===== config.mk =====
export PLATFORM = sky130hd
export DESIGN_NAME = jrd_div
export DESIGN_NICKNAME = d
export VERILOG_FILES = /design/src/hw/rtl/jrd_div.sv
export SDC_FILE = /design/constraint.sdc
export NUM_CORES = 1
export LEC_CHECK = 0
export ABC_CLOCK_PERIOD_IN_PS = 3490
export BUFFER_PORTS_ARGS = -buffer_cell sky130_fd_sc_hd__buf_2
export CAP_MARGIN = 40
export CORE_MARGIN = 2
export CORE_UTILIZATION = 55
export DETAILED_ROUTE_END_ITERATION = 6
export PLACE_DENSITY = 0.8
export SLEW_MARGIN = 20
export SYNTH_ARGS = -nofsm -noshare
export SYNTH_HDL_FRONTEND = slang
export SYNTH_SLANG_ARGS = --single-unit

===== constraint.sdc =====
create_clock -name i_clk -period 3.49 [get_ports i_clk]
set_input_delay 0.349 -clock i_clk [delete_from_list [all_inputs] [get_ports i_clk]]
set_output_delay 0.349 -clock i_clk [all_outputs]
set_load 0.03 [all_outputs]

===== src/hw/rtl/jrd_div.sv =====
// Pipelined restoring divider, one quotient bit per stage, saturating quotient.
module jrd_div #(
    parameter int NW = 34,
    parameter int DW = 16,
    parameter int QW = 15
) (
    input  logic          i_clk,
    input  logic          i_en,
    input  logic [NW-1:0] i_num,
    input  logic [DW-1:0] i_den,
    output logic [QW-1:0] o_quo
);
    localparam int RW = (NW > DW + QW) ? NW : DW + QW;

    logic [RW-1:0] r_rem [QW+1];
    logic [DW-1:0] r_den [QW+1];
    logic [QW-1:0] r_quo [QW+1];
    logic          r_sat [QW+1];

    // Entry stage flags quotients that do not fit in QW bits.
    always_ff @(posedge i_clk) begin
        if (i_en) begin
            r_rem[0] <= RW'(i_num);
            r_den[0] <= i_den;
            r_quo[0] <= '0;
            r_sat[0] <= RW'(i_num) >= (RW'(i_den) << QW);
        end
    end

    // One trial subtraction per stage, most significant quotient bit first.
    for (genvar j = 0; j < QW; j++) begin : g_stage
        localparam int K = QW - 1 - j;
        logic [RW-1:0] w_trial;
        logic          w_ge;
        assign w_trial = RW'(r_den[j]) << K;
        assign w_ge    = r_rem[j] >= w_trial;
        always_ff @(posedge i_clk) begin
            if (i_en) begin
                r_rem[j+1] <= w_ge ? r_rem[j] - w_trial : r_rem[j];
                r_den[j+1] <= r_den[j];
                r_quo[j+1] <= r_quo[j] | (QW'(w_ge) << K);
                r_sat[j+1] <= r_sat[j];
            end
        end
    end

    assign o_quo = r_sat[QW] ? '1 : r_quo[QW];

endmodule


==> results of run 1 <==
-- per-layer routing --
| layer | vias up | share of wire |
|---|---|---|
| li1 | 14120 | - |
| met1 | 13820 | 0.34 |
| met2 | 691 | 0.56 |
| met3 | 313 | 0.030 |
| met4 | 0 | 0.070 |
| met5 | - | 0 |
-- kinds of logic after synthesis --
kind of cell | after synthesis
fa+ha+maj | 270
simple gates | 1013
flops | 886
compound gates | 768
mux | 40
xor+xnor | 309
buf+inv | 384
-- through the flow --
| stage | util | worst slack (ns) | std cells |
|---|---|---|---|
| final | 0.6295 | 0.1085 | 5060 |
| after global routing | 0.6295 | 0.0006217 | 5058 |
| after CTS | 0.6292 | 0.05941 | 5058 |
| after detailed placement | 0.5848 | 0.1394 | 4840 |
| after global placement | 0.5846 | 0.1216 | 4839 |
| after floorplan | - | 0.3650 | 3670 |
-- registers in the layout (all words and copies together), names as in the netlist --
name	cells
r_sat	16
r_den	240
r_rem	510
r_quo	120
-- layout by cell type, fill, tap and decap left out, types with 65 or more instances in the layout --
master	count
buf_4	90
buf_2	65
nor2_1	247
a21oi_1	229
o21ai_0	191
edfxtp_1	886
inv_1	321
xor2_1	161
nor3_1	87
a21o_1	90
xnor2_1	148
nand2_1	246
clkbuf_16	93
ha_1	256
-- worst max-delay path, delay by kind of cell (launching register included) --
family / cells / cell delay [ns]
AOI/OAI and AO/OA: 5 / 1.07
xor gates and xnor gates: 1 / 0.11
adders and majority gates: 2 / 0.54
buffers and inverters: 3 / 0.30
DFF: 1 / 0.39
and+or+nand+nor: 2 / 0.70
-- final cells by class --
| cell class | count | share of cell area |
|---|---|---|
| clock inverters | 59 | 0.01357 |
| multi-input cells | 2400 | 0.3288 |
| flip-flops and latches | 886 | 0.5247 |
| well taps | 1060 | 0.02616 |
| repair buffers | 221 | 0.03573 |
| diodes | 2 | 0.00009870 |
| clock buffers | 109 | 0.04708 |
| inverters | 323 | 0.02391 |
-- where the power goes --
group	switching (mW)	internal [mW]	leakage, nW
registers	1.19	14.4	8.53
clock network	4.02	5.87	1.49
logic	6.29	5.02	9.66
total	11.5	25.3	19.7
-- worst paths after layout --
| kind | from | to | slack, ns | depth (start not counted) |
|---|---|---|---|---|
| max | r_rem[1][105]$_DFFE_PP_ | r_rem[1][161]$_DFFE_PP_ | 0.11 | 13 |
| min reg2reg | r_quo[1][82]$_DFFE_PP_ | r_quo[1][97]$_DFFE_PP_ | 0.41 | 0 |
| min | i_en | r_sat[0][0]$_DFFE_PP_ | 0.24 | 1 |
| max reg2reg | r_rem[1][105]$_DFFE_PP_ | r_rem[1][161]$_DFFE_PP_ | 0.11 | 13 |
-- what timing repair did --
item | CTS | global route
hold buffers | 50 | 0
gates resized for setup | 0 | 7
setup endpoints to repair | 0 | 13
endpoints found under the hold margin | 50 | 0
==> reports/summary.txt, run 1 <==
Hold Slack - 0.2395 ns
Total clock buffers created by CTS - 93
Final clock skew - 0.02239 ns
Register area share after synthesis - 0.5952
Vias/cell - 5.720
Via count - 28940
Area of the multi-input gates - 0.01667 mm²
Async set-reset flop share out of synthesis - 0
Leak - 19.67 nW
Max Freq - 0.2957 GHz
Area of placed instances - 0.04710 mm²
Clk_lat worst skew - 0.65 ns
Fill count - 5865
Worst Hold Class - input port to flop
Final HPWL DP - 63450 µm
Slowest cell delay on critical path - 0.41 ns
Crit-path cells - inv_1 > ha_1 > inv_1 > fa_1 > a21o_1 > a31oi_1 > o21ai_1 > a21o_1 > a21oi_1 > or3b_1 > buf_4 > nor4_1 > xor2_1
GR Util met3 - 0.02787
Synth top area share - 0.5952
GRT busiest layer - met2
RSZ-0062 raised after global routing - false
Starting DRT DRC Count - 1581
Final Cell Area - 0.05071 mm²
Layout cells sized above 1 - 0.1013
M1 GR Usage - 0.1880
Nets - 4247
Worst-margin pin slew - 0.8410 ns
Worst-path clk slew - 0.06 ns
Library cells used by synthesis - 85
Mux cell area share after synthesis - 0.01052
Final WL - 86710 µm
Sink Count - 886
Xor/xnor share of the synthesized area - 0.06055
Count leader, synth - edfxtp_1
Via count of the first global-routing pass - 29770
Core Area - 0.08055 mm²
Simple-Gate Fraction of Synth Area - 0.1146
Worst setup SP type - flop
Peak VDD IR - 496.2 µV
Crit-path slowest cell - or3b_1
Root buf cell - clkbuf_16
Crit end category - flop
RD Place Congestion - 0.9084
Wire length of the first global-routing pass - 139900 µm
WP data arrival - 3.75 ns
Setup Fix Bufs, Post-CTS - 0
WP data required - 3.85 ns
Syn avg cell area - 12.18 µm²
Number of remaining DRC errors - 0
Slew HR - 0.4342
Final setup TNS - 0 ns
Total GRT Usage - 0.2091
Outcome - complete, no violations
CTS tree - built
Layout area overhead - 13.44%
Yosys warning total - 0
Syn_nets - 3992
Max FO, Critical Path - 6
Drt pass-1 iters - 5
Met2 Use GR - 0.4251
Register bit total from synthesis - 886
Final Slew Violations - 0
Synth Area in Adders - 0.07793
Largest family of logic cells by synthesized area - simple AND/OR/NAND/NOR gates
Post-Syn Area - 0.04470 mm²
Initial Utilization - 0.5549
PwrDens - 725.7 mW/mm²
Area leader, netlist - edfxtp_1
Final Hold Vio Count - 0
Compound-Gate Fraction of Synth Area - 0.1084
Die W - 289.1 µm
WL per Instance - 17.14 µm
Post-Syn Instances - 3670
Register area - 0.02661 mm²
Row count - 104
Fin crit period - 3.382 ns
Top-Level Pins - 67
Main synth FF type - edfxtp_1
Fin crit share - 0.9689
Synth top area cells - edfxtp_1 (60%), ha_1 (7.2%), xor2_1 (3.2%)
Die Area - 0.08357 mm²
IO buf count - 66
Grt ovf - 0
Finish-stage setup viols - 0
CTS max path bufs - 3
Worst setup path class - flop to flop
Post-synth EDFFs - 886
Final Power - 36.80 mW
Max_cap viols - 0
Initial antenna violation count - 0
Die height - 289.1 µm
Largest net degree at the start of global routing - 83
Remaining antenna violation count after routing - 0
H-tree depth - 3
Commonest cells post-synth - edfxtp_1 (886), inv_1 (321), ha_1 (256), nor2_1 (248), nand2_1 (246)
Power figures use the tool's default switching activity.
==> run 2, diff against run 1 <==
- ABC_CLOCK_PERIOD_IN_PS: 3490 -> 3600
- clock period: 3.49 -> 3.6 ns (I/O delays scaled with it)
==> run 2 against run 1 <==
  * Combinational power shrank 4%
  * Register-to-register slack is essentially flat
  * Non-clock buffer count shrank 14
  * Wire length grew 1.2%
  * Largest cell class unchanged
  * Sequential power shrank 3%
  * Clock power is essentially flat
  * Worst setup slack gained 0.014 ns
  * Cell count shrank 0.38%
  * Critical endpoint is now r_rem[0][264]$_DFFE_PP_
==> reports/summary.txt, run 2 (synthesis gave the netlist of run 1 again) <==
Total clock buffers created by CTS - 93 (unchanged)
Via count of the first global-routing pass - 29580 (-0.65%)
Layout area overhead - 13.39% (about the same)
Row count - 104 (unchanged)
Top-Level Pins - 67 (unchanged)
Area of the multi-input gates - 0.01667 mm² (about the same)
Worst-path clk slew - 0.06 ns (about the same)
Drt pass-1 iters - 7 (+2)
Slew HR - 0.4537 (+0.01959)
Register area - 0.02661 mm² (unchanged)
Fill count - 5867 (+0.034%)
WP data required - 3.96 ns (+0.11 ns)
Final clock skew - 0.04091 ns (+0.01852 ns)
Final Power - 35.93 mW (-2.4%)
GRT busiest layer - met2
Nets - 4233 (-0.33%)
Most common cell after layout, fill and taps aside - edfxtp_1
Clk_lat worst skew - 0.66 ns (about the same)
Final Hold Vio Count - 0 (unchanged)
Crit end category - flop
IO buf count - 66 (unchanged)
GR Util met3 - 0.02480 (-0.003071)
Grt ovf - 0 (unchanged)
WL per Instance - 17.42 µm (+1.6%)
Outcome - complete, no violations
Number of remaining DRC errors - 0 (unchanged)
Final WL - 87790 µm (+1.2%)
Remaining antenna violation count after routing - 0 (unchanged)
CTS max path bufs - 3 (unchanged)
Leak - 19.65 nW (-0.14%)
Fin crit share - 0.9660 (-0.002962)
RD Place Congestion - 0.8955 (-1.4%)
Starting DRT DRC Count - 1683 (+6.5%)
Root buf cell - clkbuf_16
Core Area - 0.08055 mm² (unchanged)
Most frequent cells in the layout - edfxtp_1 (886), inv_1 (321), ha_1 (256), nor2_1 (248), nand2_1 (246)
Initial antenna violation count - 0 (unchanged)
Die Area - 0.08357 mm² (unchanged)
Peak VDD IR - 479.9 µV (-3.3%)
Initial Utilization - 0.5549 (unchanged)
Finish-stage setup viols - 0 (unchanged)
Max FFs per register - 510 (unchanged)
M1 GR Usage - 0.1942 (+0.006192)
Die W - 289.1 µm (unchanged)
Final Slew Violations - 0 (unchanged)
Die height - 289.1 µm (unchanged)
Total GRT Usage - 0.2123 (+0.003270)
Max Freq - 0.2876 GHz (-2.8%)
Wire length of the first global-routing pass - 141600 µm (+1.2%)
Fin crit period - 3.477 ns (+0.09592 ns)
Vias/cell - 5.686 (-0.59%)
PwrDens - 708.8 mW/mm² (-2.3%)
Worst setup path class - flop to flop
Worst setup SP type - flop
CTS tree - built
WP data arrival - 3.84 ns (+0.09 ns)
Final HPWL DP - 63250 µm (-0.32%)
H-tree depth - 3 (unchanged)
Layout cells sized above 1 - 0.09872 (-0.002582)
Largest net degree at the start of global routing - 98 (+18%)
Worst-margin pin slew - 0.8145 ns (-0.02655 ns)
Final setup TNS - 0 ns (unchanged)
Top Registers - r_rem: 510 flops, r_den: 240 flops, r_quo: 120 flops
Via count - 28670 (-0.96%)
Sink Count - 886 (unchanged)
Max_cap viols - 0 (unchanged)
Worst Hold Class - input port to flop
Max FO, Critical Path - 4 (-2)
Antenna diode count - 0 (-2)
Met2 Use GR - 0.4349 (+0.009749)
Largest Register - r_rem
-- run 2: area by class of cell --
type | instances | area share
timing repair buffer | 207 | 0.03367
clock buffer | 103 | 0.04666
clock inverter | 62 | 0.01587
sequential | 886 | 0.5249
inverter | 323 | 0.02392
multi-input combinational | 2400 | 0.3288
tap | 1060 | 0.02617
-- run 2: worst paths after layout --
kind         slack (ns)              startpoint                      end  cells past startpoint
max reg2reg        0.12   r_den[6][0]$_DFFE_PP_  r_rem[0][264]$_DFFE_PP_                     10
min reg2reg        0.41  r_quo[1][43]$_DFFE_PP_   r_quo[1][58]$_DFFE_PP_                      0
max                0.12   r_den[6][0]$_DFFE_PP_  r_rem[0][264]$_DFFE_PP_                     10
min                0.24                    i_en   r_rem[0][31]$_DFFE_PP_                      1
-- run 2: critical path, stage by stage, from the launching register on --
cell and delay, ns:
edfxtp_1 0.40, ha_1 0.25, fa_1 0.42, nand2b_1 0.16
a21boi_0 0.29, o21ai_0 0.23, a21oi_1 0.46, a21oi_1 0.24
o21ai_0 0.45, nor3b_1 0.12, xor2_1 0.16
-- run 2: repair_timing --
action | CTS | global route
endpoints found under the setup margin | 0 | 4
hold buffers | 50 | 0
endpoints found under the hold margin | 50 | 0
setup buffers | 0 | 0
resized for setup | 0 | 3
-- run 2: per-stage QoR --
step	instances	hold slack (ns)	worst slack, ns	cell area (µm²)	util
finish	5041	0.2360	0.1226	50690	0.6293
global route	5041	0.2448	-0.005308	50690	0.6293
CTS	5041	0.2242	0.1107	50670	0.6291
detailed placement	4826	0.4045	0.1302	47000	0.5835
global placement	4825	0.4003	0.1830	46980	0.5833
floorplan	3670	0.4003	0.4750	44700	-
-- run 2: where the power goes --
part / internal (mW) / switching (mW) / leakage, nW
registers: 14.0 / 1.15 / 8.53
logic: 4.81 / 6.09 / 9.59
clock network: 5.96 / 3.96 / 1.53
-- run 2: per-layer routing --
metal / part of all wire / vias to the layer above
met3: 0.027 / 285
met1: 0.34 / 13650
met4: 0.064 / 0
met2: 0.57 / 649
met5: 0 / -
li1: - / 14080
==> run 3, diff against run 2 <==
- BUFFER_PORTS_ARGS: -buffer_cell sky130_fd_sc_hd__buf_2 -> unset
- DONT_BUFFER_PORTS: unset -> 1
- PLACE_DENSITY: 0.8 -> 0.79
==> run 3 against run 2 <==
  * Via count decreased by 2.0%
  * Critical path depth unchanged
  * Critical path type unchanged
  * First-iteration DRC count decreased by 14%
  * Largest cell class unchanged
  * Register-to-register slack improved by 0.08 ns
  * Global-route usage decreased by 1.2 points
==> reports/summary.txt, run 3 (synthesis gave the netlist of run 1 again) <==
Outcome - complete, no violations
RD Place Congestion - 0.9355 (+4.5%)
Via count - 28090 (-2.0%)
CTS max path bufs - 3 (unchanged)
Final HPWL DP - 58050 µm (-8.2%)
Drt pass-1 iters - 6 (-1)
Register area - 0.02661 mm² (unchanged)
Worst-path clk slew - 0.06 ns (about the same)
Initial Utilization - 0.5549 (unchanged)
CTS tree - built
FF-to-FF setup slack - 0.21 ns (+0.08 ns)
Wire length of the first global-routing pass - 134400 µm (-5.1%)
Via count of the first global-routing pass - 29110 (-1.6%)
Crit end category - flop
Critical path capture point - r_rem[0][266]$_DFFE_PP_
PwrDens - 700.8 mW/mm² (-1.1%)
Die height - 289.1 µm (unchanged)
Final WL - 83410 µm (-5.0%)
FF-to-FF path depth - 10 (unchanged)
Setup Fix Bufs, Post-CTS - 0 (unchanged)
Initial antenna violation count - 1 (+1)
IO buf count - 0 (-100%)
Comb pwr share - 0.306 (+0.003)
Total clock buffers created by CTS - 91 (-2.2%)
Die W - 289.1 µm (unchanged)
Die Area - 0.08357 mm² (unchanged)
Critical Path Source - r_den[6][0]$_DFFE_PP_
Seq pwr share - 0.433 (+0.012)
Worst setup SP type - flop
Reg2reg end - r_rem[0][266]$_DFFE_PP_
Largest net degree at the start of global routing - 887 (+810%)
Fin crit share - 0.9425 (-0.02348)
Core Area - 0.08055 mm² (unchanged)
Util after Layout - 0.6186 (-0.01069)
Crit-path cells - ha_1 > fa_1 > nand2b_1 > a21boi_0 > o21ai_0 > a21oi_1 > a21oi_1 > o21ai_0 > nor4b_1 > xor2_1
Cell Int Power - 23.93 mW (-3.3%)
Antenna diode count - 0 (unchanged)
Final Hold Vio Count - 0 (unchanged)
Slew HR - 0.2743 (-0.1795)
Top Registers - r_rem: 510 flops, r_den: 240 flops, r_quo: 120 flops
Slowest cell delay on critical path - 0.50 ns (+0.04 ns)
Root buf cell - clkbuf_16
Vias/cell - 5.680 (-0.11%)
Worst r2r src - r_den[6][0]$_DFFE_PP_
Hold Slack - 0.06104 ns (-0.1750 ns)
Layout area overhead - 11.47%
Fin crit period - 3.393 ns (-0.08452 ns)
WP data required - 3.97 ns (about the same)
Max Freq - 0.2947 GHz (+2.5%)
Worst setup path class - flop to flop
Top-Level Pins - 67 (unchanged)
Final Slew Violations - 0 (unchanged)
P_sw - 10.99 mW (-1.8%)
Final setup TNS - 0 ns (unchanged)
Layout cells sized above 1 - 0.07284 (-0.02587)
Sink Count - 886 (unchanged)
H-tree depth - 3 (unchanged)
Leak - 19.13 nW (-2.6%)
Clock Power Share - 0.262 (-0.014)
Most frequent cells in the layout - edfxtp_1 (886), inv_1 (321), ha_1 (256), nor2_1 (248), nand2_1 (246)
Grt ovf - 0 (unchanged)
Remaining antenna violation count after routing - 0 (unchanged)
Max_cap viols - 0 (unchanged)
Area of the multi-input gates - 0.01666 mm² (about the same)
Hold Startpoint - i_num[31]
Max FFs per register - 510 (unchanged)
Most common cell after layout, fill and taps aside - edfxtp_1
Max FO, Critical Path - 4 (unchanged)
Worst-margin pin slew - 1.089 ns (+0.2741 ns)
Worst Hold Class - input port to flop
Clk_lat worst skew - 0.65 ns (about the same)
Starting DRT DRC Count - 1448 (-14%)
Nets - 4132 (-2.4%)
Crit-path slowest cell - o21ai_0
Sw frac - 0.3148 (+0.003143)
Largest Register - r_rem
Final clock skew - 0.01670 ns (-0.02421 ns)
Row count - 104 (unchanged)
Total GRT Usage - 0.2005 (-0.01188)
WL per Instance - 16.87 µm (-3.1%)
Fill count - 5982 (+2.0%)
Finish-stage setup viols - 0 (unchanged)
Hold path depth - 3 (+2)
Number of remaining DRC errors - 0 (unchanged)
Peak VDD IR - 439.3 µV (-8.5%)
WP data arrival - 3.76 ns (-0.08 ns)
==> run 3: changes by cell type in the layout (fill, tap and decap cells not counted), moves of 3 or more <==
| cell | change |
|---|---|
| buf_2 | -65 |
| buf_4 | -30 |
| bufinv_16 | -9 |
| clkinv_1 | +9 |
| buf_12 | -8 |
| clkinv_2 | +6 |
| buf_16 | +5 |
| a2111oi_0 | -3 |
| a2111oi_1 | +3 |
| clkbuf_1 | +3 |
| clkinv_4 | -3 |
==> run 3: area by class of cell <==
cell class,count,share of cell area
clock buffers,104,0.04668
well taps,1060,0.02662
inverters,323,0.02433
multi-input cells,2400,0.3343
clock inverters,64,0.01163
flip-flops and latches,886,0.5340
repair buffers,108,0.02245
==> run 3: critical path, delay by kind of cell, from the launching register on <==
kind,cells,cell delay (ns)
AOI/OAI and AO/OA,5,1.62
xor gates and xnor gates,1,0.17
adders and majority gates,2,0.65
DFF,1,0.40
and+or+nand+nor,2,0.29
==> run 3: timing repair <==
action / CTS / global route
gates resized for setup: 0 / 4
hold buffers: 50 / 1
endpoints found under the setup margin: 0 / 3
hold endpoints to repair: 233 / 68
==> run 3: stage by stage <==
step	setup slack (ns)	total power, mW	instances	area, µm²
final	0.2071	34.92	4945	49830
after global routing	-0.01034	36.91	4945	49830
after CTS	0.1437	34.78	4940	49680
after detailed placement	0.1504	25.53	4722	46270
after global placement	0.1839	25.15	4721	46260
after floorplan	0.4750	23.01	3670	44700
==> run 3: worst min path at each step <==
stage	endpoint	slack [ns]
5_1_grt	r_sat[0][0]$_DFFE_PP_	0.07
3_3_place_gp	r_quo[1][67]$_DFFE_PP_	0.40
4_1_cts	r_sat[0][0]$_DFFE_PP_	-0.16
2_1_floorplan	r_quo[0][100]$_DFFE_PP_	0.40
6_report	r_sat[0][0]$_DFFE_PP_	0.06
3_5_place_dp	r_quo[1][114]$_DFFE_PP_	0.40
==> run 3: power by group through the flow <==
stage               combinational (mW)  clock [mW]  sequential [mW]
floorplan                         8.09           0             14.9
global placement                  9.95           0             15.2
detailed placement                10.3           0             15.3
CTS                               10.4        9.33             15.1
global route                      11.9        9.73             15.3
finish                            10.7        9.13             15.1
==> run 3: layer usage <==
metal | vias to the layer above | GRT usage | wire [µm] | part of all wire
met5 | - | 0 | 0 | 0
met4 | 0 | 0.1526 | 6642 | 0.080
met3 | 333 | 0.02614 | 2445 | 0.029
met2 | 683 | 0.4025 | 45700 | 0.55
met1 | 13190 | 0.1771 | 28630 | 0.34
li1 | 13880 | - | - | -
